File: config.mk
export PLATFORM = sky130hd
export DESIGN_NAME = amgw_ctrl
export DESIGN_NICKNAME = d
export VERILOG_FILES = /design/src/hw/rtl/assert_macros.svh /design/src/hw/rtl/amgw_pkg.sv /design/src/hw/rtl/amgw_ctrl.sv
export SDC_FILE = /design/constraint.sdc
export NUM_CORES = 1
export LEC_CHECK = 0
export BUFFER_PORTS_ARGS = -buffer_cell sky130_fd_sc_hd__buf_2
export CAP_MARGIN = 20
export CELL_PAD_IN_SITES_DETAIL_PLACEMENT = 1
export CELL_PAD_IN_SITES_GLOBAL_PLACEMENT = 1
export CORE_ASPECT_RATIO = 0.7
export CORE_MARGIN = 2
export CORE_UTILIZATION = 36
export DETAILED_ROUTE_END_ITERATION = 10
export GPL_ROUTABILITY_DRIVEN = 0
export PLACE_DENSITY_LB_ADDON = 0.15
export SLEW_MARGIN = 20
export SYNTH_ARGS = -nofsm -noshare
export SYNTH_HDL_FRONTEND = slang
export SYNTH_SLANG_ARGS = --single-unit
File: constraint.sdc
create_clock -name clk -period 2.55 [get_ports clk]
set_input_delay 0.51 -clock clk [delete_from_list [all_inputs] [get_ports clk]]
set_output_delay 0.51 -clock clk [all_outputs]
set_load 0.01 [all_outputs]
File: src/hw/rtl/assert_macros.svh
// Assertion macros used by the top level of the graph walker.
`ifndef ASSERT_MACROS_SVH
`define ASSERT_MACROS_SVH
// Same-cycle implication, checked on every rising edge outside reset.
`define AM_ASSERT_IMP(lbl, clk_s, rstn_s, ante, cons) \
	lbl: assert property (@(posedge clk_s) disable iff (!rstn_s) (ante) |-> (cons)) \
		else $error("implication check failed");
// Next-cycle implication, checked on every rising edge outside reset.
`define AM_ASSERT_NXT(lbl, clk_s, rstn_s, ante, cons) \
	lbl: assert property (@(posedge clk_s) disable iff (!rstn_s) (ante) |=> (cons)) \
		else $error("next-cycle check failed");
`endif

File: src/hw/rtl/amgw_pkg.sv
// Package with the types and constants of the adjacency matrix graph walker.
package amgw_pkg;

	localparam int unsigned OP_W   = 3;
	localparam int unsigned VTX_W  = 6;
	localparam int unsigned KIND_W = 2;
	localparam int unsigned ARC_W  = 13;
	localparam int unsigned VC_W   = 7;
	localparam int unsigned IN_W   = 16;
	localparam int unsigned OUT_W  = 24;
	localparam logic [VC_W-1:0] VC_RESET = 7'd64;

	typedef enum logic [OP_W-1:0] {
		OP_INSERT = 3'd0,
		OP_REMOVE = 3'd1,
		OP_COUNT  = 3'd2,
		OP_BFS    = 3'd3,
		OP_DFS    = 3'd4
	} op_t;

	typedef enum logic [KIND_W-1:0] {
		KIND_UPDATE = 2'd0,
		KIND_VISIT  = 2'd1,
		KIND_COUNT  = 2'd2,
		KIND_RANGE  = 2'd3
	} kind_t;

	typedef enum logic [2:0] {
		RS_SRC,
		RS_DST,
		RS_CNT,
		RS_QV,
		RS_SV
	} row_sel_t;

	typedef enum logic [2:0] {
		EM_NONE,
		EM_UPDATE,
		EM_RANGE,
		EM_COUNT,
		EM_FLUSH
	} emit_t;

	typedef enum logic [4:0] {
		ST_IDLE,
		ST_DISPATCH,
		ST_U_RD1,
		ST_U_WR1,
		ST_U_RD2,
		ST_U_WR2,
		ST_C_RUN,
		ST_C_DRAIN,
		ST_B_INIT,
		ST_B_CHK,
		ST_B_VIS,
		ST_B_LOAD,
		ST_B_PUSH,
		ST_D_INIT,
		ST_D_CHK,
		ST_D_ROW,
		ST_D_STEP,
		ST_E_RANGE,
		ST_E_UPDATE,
		ST_E_COUNT,
		ST_FLUSH
	} state_t;

	typedef struct packed {
		logic     load_in;
		logic     row_rd;
		logic     row_wr;
		row_sel_t row_sel;
		logic     cnt_clr;
		logic     q_init;
		logic     q_rd;
		logic     bfs_visit;
		logic     fresh_load;
		logic     fresh_push;
		logic     d_init;
		logic     s_rd;
		logic     d_step;
		emit_t    emit;
	} cmd_t;

	typedef struct packed {
		logic [OP_W-1:0] op;
		logic            range_err;
		logic            q_empty;
		logic            sp_zero;
		logic            fresh_nz;
		logic            cnt_done;
		logic            out_free;
	} sts_t;

endpackage

File: src/hw/rtl/amgw_ctrl.sv
// Controller state machine that sequences updates, counts and searches.
module amgw_ctrl (
	input  logic            clk,
	input  logic            arst_n,
	input  logic            in_valid,
	output logic            in_ready,
	input  amgw_pkg::sts_t  sts,
	output amgw_pkg::cmd_t  cmd
);

	amgw_pkg::state_t state_q, state_d;

	always_ff @(posedge clk or negedge arst_n) begin
		if (!arst_n) begin
			state_q <= amgw_pkg::ST_IDLE;
		end else begin
			state_q <= state_d;
		end
	end

	always_comb begin
		state_d = state_q;
		unique case (state_q)
			amgw_pkg::ST_IDLE: begin
				if (in_valid) state_d = amgw_pkg::ST_DISPATCH;
			end
			amgw_pkg::ST_DISPATCH: begin
				priority if (sts.range_err) begin
					state_d = amgw_pkg::ST_E_RANGE;
				end else if (sts.op == amgw_pkg::OP_INSERT || sts.op == amgw_pkg::OP_REMOVE) begin
					state_d = amgw_pkg::ST_U_RD1;
				end else if (sts.op == amgw_pkg::OP_COUNT) begin
					state_d = amgw_pkg::ST_C_RUN;
				end else if (sts.op == amgw_pkg::OP_BFS) begin
					state_d = amgw_pkg::ST_B_INIT;
				end else if (sts.op == amgw_pkg::OP_DFS) begin
					state_d = amgw_pkg::ST_D_INIT;
				end else begin
					state_d = amgw_pkg::ST_IDLE;
				end
			end
			amgw_pkg::ST_U_RD1:   state_d = amgw_pkg::ST_U_WR1;
			amgw_pkg::ST_U_WR1:   state_d = amgw_pkg::ST_U_RD2;
			amgw_pkg::ST_U_RD2:   state_d = amgw_pkg::ST_U_WR2;
			amgw_pkg::ST_U_WR2:   state_d = amgw_pkg::ST_E_UPDATE;
			amgw_pkg::ST_C_RUN: begin
				if (sts.cnt_done) state_d = amgw_pkg::ST_C_DRAIN;
			end
			amgw_pkg::ST_C_DRAIN: state_d = amgw_pkg::ST_E_COUNT;
			amgw_pkg::ST_B_INIT:  state_d = amgw_pkg::ST_B_CHK;
			amgw_pkg::ST_B_CHK: begin
				state_d = sts.q_empty ? amgw_pkg::ST_FLUSH : amgw_pkg::ST_B_VIS;
			end
			amgw_pkg::ST_B_VIS: begin
				if (sts.out_free) state_d = amgw_pkg::ST_B_LOAD;
			end
			amgw_pkg::ST_B_LOAD:  state_d = amgw_pkg::ST_B_PUSH;
			amgw_pkg::ST_B_PUSH: begin
				if (!sts.fresh_nz) state_d = amgw_pkg::ST_B_CHK;
			end
			amgw_pkg::ST_D_INIT:  state_d = amgw_pkg::ST_D_CHK;
			amgw_pkg::ST_D_CHK: begin
				state_d = sts.sp_zero ? amgw_pkg::ST_FLUSH : amgw_pkg::ST_D_ROW;
			end
			amgw_pkg::ST_D_ROW:   state_d = amgw_pkg::ST_D_STEP;
			amgw_pkg::ST_D_STEP: begin
				if (sts.out_free) state_d = amgw_pkg::ST_D_CHK;
			end
			amgw_pkg::ST_E_RANGE, amgw_pkg::ST_E_UPDATE, amgw_pkg::ST_E_COUNT,
			amgw_pkg::ST_FLUSH: begin
				if (sts.out_free) state_d = amgw_pkg::ST_IDLE;
			end
			default: state_d = amgw_pkg::ST_IDLE;
		endcase
	end

	always_comb begin
		in_ready = 1'b0;
		cmd      = '0;
		cmd.row_sel = amgw_pkg::RS_SRC;
		cmd.emit    = amgw_pkg::EM_NONE;
		unique case (state_q)
			amgw_pkg::ST_IDLE: begin
				in_ready    = 1'b1;
				cmd.load_in = in_valid;
			end
			amgw_pkg::ST_DISPATCH: begin
				cmd.cnt_clr = (sts.op == amgw_pkg::OP_COUNT);
			end
			amgw_pkg::ST_U_RD1: begin
				cmd.row_rd = 1'b1;
			end
			amgw_pkg::ST_U_WR1: begin
				cmd.row_wr = 1'b1;
			end
			amgw_pkg::ST_U_RD2: begin
				cmd.row_rd  = 1'b1;
				cmd.row_sel = amgw_pkg::RS_DST;
			end
			amgw_pkg::ST_U_WR2: begin
				cmd.row_wr  = 1'b1;
				cmd.row_sel = amgw_pkg::RS_DST;
			end
			amgw_pkg::ST_C_RUN: begin
				cmd.row_rd  = !sts.cnt_done;
				cmd.row_sel = amgw_pkg::RS_CNT;
			end
			amgw_pkg::ST_B_INIT: cmd.q_init = 1'b1;
			amgw_pkg::ST_B_CHK:  cmd.q_rd   = !sts.q_empty;
			amgw_pkg::ST_B_VIS: begin
				cmd.bfs_visit = sts.out_free;
				cmd.row_rd    = sts.out_free;
				cmd.row_sel   = amgw_pkg::RS_QV;
			end
			amgw_pkg::ST_B_LOAD: cmd.fresh_load = 1'b1;
			amgw_pkg::ST_B_PUSH: cmd.fresh_push = sts.fresh_nz;
			amgw_pkg::ST_D_INIT: cmd.d_init = 1'b1;
			amgw_pkg::ST_D_CHK:  cmd.s_rd   = !sts.sp_zero;
			amgw_pkg::ST_D_ROW: begin
				cmd.row_rd  = 1'b1;
				cmd.row_sel = amgw_pkg::RS_SV;
			end
			amgw_pkg::ST_D_STEP: cmd.d_step = sts.out_free;
			amgw_pkg::ST_E_RANGE: begin
				if (sts.out_free) cmd.emit = amgw_pkg::EM_RANGE;
			end
			amgw_pkg::ST_E_UPDATE: begin
				if (sts.out_free) cmd.emit = amgw_pkg::EM_UPDATE;
			end
			amgw_pkg::ST_E_COUNT: begin
				if (sts.out_free) cmd.emit = amgw_pkg::EM_COUNT;
			end
			amgw_pkg::ST_FLUSH: begin
				if (sts.out_free) cmd.emit = amgw_pkg::EM_FLUSH;
			end
			default: begin
				in_ready = 1'b0;
			end
		endcase
	end

endmodule

==> Word level (Yosys, flattened, before mapping) <==
Index checks and enable logic that the tools add are counted.
{ "totals": {"elab_cells": 75, "reg_bits": 5, "output_inout_bits": 19, "in_bits": 12} }
{ "op_classes": {"n_reduce_logical": 11, "eq_ne": 30, "muxes": 33} }
{ "ops": {"columns": ["operator", "n"], "rows": [
  ["5-bit case mux with 18 select lines", 1],
  ["5-bit two-way mux", 9],
  ["5-bit by 4-bit == test with 1-bit output, second input constant", 8],
  ["5-bit == test, second input constant", 5],
  ["3-bit case mux with 4 select lines", 2],
  ["5-bit by 3-bit == test with 1-bit output, second input constant", 4],
  ["4-bit two-way mux", 4],
  ["1-bit two-way mux", 13],
  ["2-bit != test, second input constant", 6],
  ["5-bit by 2-bit == test with 1-bit output, second input constant", 2],
  ["3-bit by 2-bit == test with 1-bit output, second input constant", 2],
  ["6-bit AND reduction", 1],
  ["5-bit by 1-bit == test with 1-bit output, second input constant", 1],
  ["5-bit logical NOT", 1],
  ["2-bit two-way mux", 2],
  ["2-bit OR reduction", 2],
  ["4-bit OR reduction", 1],
  ["3-bit by 1-bit == test with 1-bit output, second input constant", 1],
  ["3-bit == test, second input constant", 1],
  ["1-bit logical NOT", 3],
  ["3-bit logical NOT", 1],
  ["3-bit two-way mux", 1],
  ["1-bit case mux with 3 select lines", 1],
  ["3-bit OR reduction", 1],
  ["1-bit logical OR", 1]
]} }

==> Longest topological paths before layout <==
{ "logic_depth": {"ltp_word": 7, "mapped_depth": 7, "depth_no_buf": 5} }

==> Worst setup path before layout <==
OpenSTA, ideal clock, no wires.
{ "synth_path": {"path_kind": "flip-flop to output port", "from": "register state_q[4]", "to": "output cmd[16] (netlist bit)", "path_slack_ns": 0.683, "path_buffers": 1, "arrival_ns": 1.357, "path_stages_with_launch": 7, "required_ns": 2.040, "path_cell_list": "dfrtp_1 > buf_4 > inv_2 > nand2_1 > nor2_1 > and3_1 > or3b_1"} }
{ "synth_lines": {"columns": ["element", "line", "text"], "rows": [
  ["start: declaration", "amgw_ctrl.sv:11", "amgw_pkg::state_t state_q, state_d;"],
  ["start signal: assignment", "amgw_ctrl.sv:15", "state_q <= amgw_pkg::ST_IDLE;"],
  ["start signal: assignment", "amgw_ctrl.sv:17", "state_q <= state_d;"],
  ["end: declaration", "amgw_ctrl.sv:8", "output amgw_pkg::cmd_t cmd"]
]} }

==> metrics.txt <==
Mapped Cells=110; worst r2r path cells=6; Slew Limit Fails=0; synthesized area per cell=7.34 um2; Post-CTS Resized=0; clk sinks=5; RSZ-0062 raised after global routing=false; Die H=43.6 um; DR DRC count=0; static leakage=0.457 nW; # nets final=151; commonest non-fill, non-tap cell in the layout=buf_2; Clock transition at path regs=0.04 ns; WP depth=4; die width=60.6 um; Setup TNS=0 ns; largest net degree at the start of global routing=23; Via density=5.52; vias in the first global route=902; fmax=0.429 GHz; CP Class=reg -> out; post-synthesis cell type count=39; CP required=2.04 ns; outcome=finished clean; crit path max fanout=12; CP endpoint kind=output pin; Final HPWL DP=1980 um; largest registers=state_q (5); I/O Buffers=30; Layout area overhead=22.0%; min Tclk post-route=2.33 ns; H-tree depth=1; routing usage on met3=0.896%; Initial Util=37.8%; Worst EP arrival=1.82 ns; GR Util met2=33.1%; number of flops mapped to enable cells by yosys=0; CTS tree=yes; power per cell area=1110 nW/um2; Crit-path slowest cell=dfrtp_1; hold buffer count at CTS=0; most frequent cells in the layout=buf_2, nand2_1, nor2_1; met1 Track Usage GR=31.8%; Least-Margin Pin Slew=0.528 ns; 1st-pass router iterations=4; layout cells sized above 1=36.2%; register area share after synthesis=15.5%; Setup Skew=0.00342 ns; HP Class=in -> async; global-route usage over all layers=21.3%; synthesized area=807 um2; count of state elements after synthesis=5; post-layout instance area=985 um2; total grt overflow=0; Final ANT Viol Nets=0; Worst Setup EP=cmd[6]; 1st-iter DRT viols=38; initial antenna violation count=0; Critical Path, Cell by Cell=nor2b_2 -> nand2_1 -> nor2_1 -> buf_2; clk_lat worst skew=0.24 ns; Inst Count DP=166; syn nets=122; CTS Buf Count=3; FFs w/ async S/R, synth=100%; Post-Layout Cell Count=170; type of origin of the critical path=flop; layer with the highest usage=met2; max_slew headroom=63.9%; die area=2640 um2; Root Buffer=clkbuf_4; Syn. warnings=0; cell family with most CP delay=simple AND/OR/NAND/NOR gates; Routed WL=2650 um; reg-to-reg critical path startpoint=state_q[3]; worst r2r dst=state_q[3]; setup bufs post-CTS=0; routed vias=938; Synth Flop Type=dfrtp_1; period utilization=91.4%; register bank with the most flops=state_q; first-pass GRT wire length=4290 um; Total Power=1.10 mW; placed cell area=953 um2; ANT cells=0; max reg flops=5; reg-to-reg setup timing slack=0.48 ns; CP startpoint=state_q[3]; total I/O pin count=31; CTS Buffer Depth=2; Max IR drop VDD=0.333 mV; Hold WS=0.0729 ns; Avg WL per Cell=15.6 um; crit-path max cell delay=0.63 ns; Buf/Inv on CP=1; Max-cap violations=0; FP Rows=14; Core ar.=2140 um2; Hold Violations, Final=0; Setup-failing EPs final=0
cell families after synthesis:
kind of cell,count (synthesis),share of synthesized area (%)
buffers and inverters,13,10.1
XOR/XNOR,3,3.26
multiplexers,2,3.10
AO/OA/AOI/OAI,22,21.2
AND/OR/NAND/NOR,65,46.8
flip-flops,5,15.5
power by group:
part / switching, mW / internal [mW] / total (mW) / leakage, nW
sequential: 0.183 / 0.121 / 0.304 / 0.0580
clock: 0.0323 / 0.0591 / 0.0914 / 0.0150
combinational: 0.388 / 0.312 / 0.700 / 0.384
Yosys cell counts (2+ instances only):
master    instances  area share [%]
buf_6             2             2.8
nor2_1           11             5.1
inv_1             3             1.4
nor3_1            8             5.0
nand2_1          15             7.0
nor2b_2           2             2.2
buf_2             2             1.2
dfrtp_1           5              16
o21ai_0           4             2.5
and3_1            8             6.2
xnor2_1           3             3.3
a21oi_1           5             3.1
a31oi_1           4             3.1
buf_4             4             3.7
nor2b_1           2             1.6
nor4b_1           4             4.3
nand2b_1          2             1.6
nand3_1           3             1.9
nor4_1            3             2.3
worst register-to-register path: stages (launching register included):
cell	delay, ns
dfrtp_1	0.54
nor2b_2	0.26
buf_4	0.16
a311oi_2	0.32
o221ai_4	0.21
nor2_4	0.16
mux2_4	0.31
cell type report:
type	count	area, um2
fill	299	1150
multi-input combinational	92	601
timing repair buffer	33	173
sequential	5	130
tap	32	40.0
clock buffer	4	26.3
inverter	4	15.0
metal layers:
| metal | part of all wire (%) | routed length, um | vias to the layer above |
|---|---|---|---|
| met5 | 0 | 0 | - |
| met4 | 0.79 | 21 | 0 |
| met3 | 3.5 | 92 | 2 |
| met2 | 44 | 1160 | 25 |
| met1 | 52 | 1380 | 449 |
| li1 | - | - | 462 |
metrics by stage:
step           utilization (%)  setup WS [ns]
6_report                  46.1          0.219
5_1_grt                   46.1         0.0581
4_1_cts                   45.8         0.0530
3_5_place_dp              44.6          0.317
3_3_place_gp              44.6          0.372
2_1_floorplan                -          0.683
worst min path at each step:
stage           start          to  slack (ns)  cells after the start
6_report       arst_n  state_q[4]        0.07                      1
5_1_grt        arst_n  state_q[4]        0.06                      1
4_1_cts        arst_n  state_q[4]        0.07                      1
3_5_place_dp   arst_n  state_q[1]        0.33                      1
3_3_place_gp   arst_n  state_q[1]        0.32                      1
2_1_floorplan  arst_n  state_q[0]        0.21                      0
No activity file was read; power rests on OpenSTA's default activity.
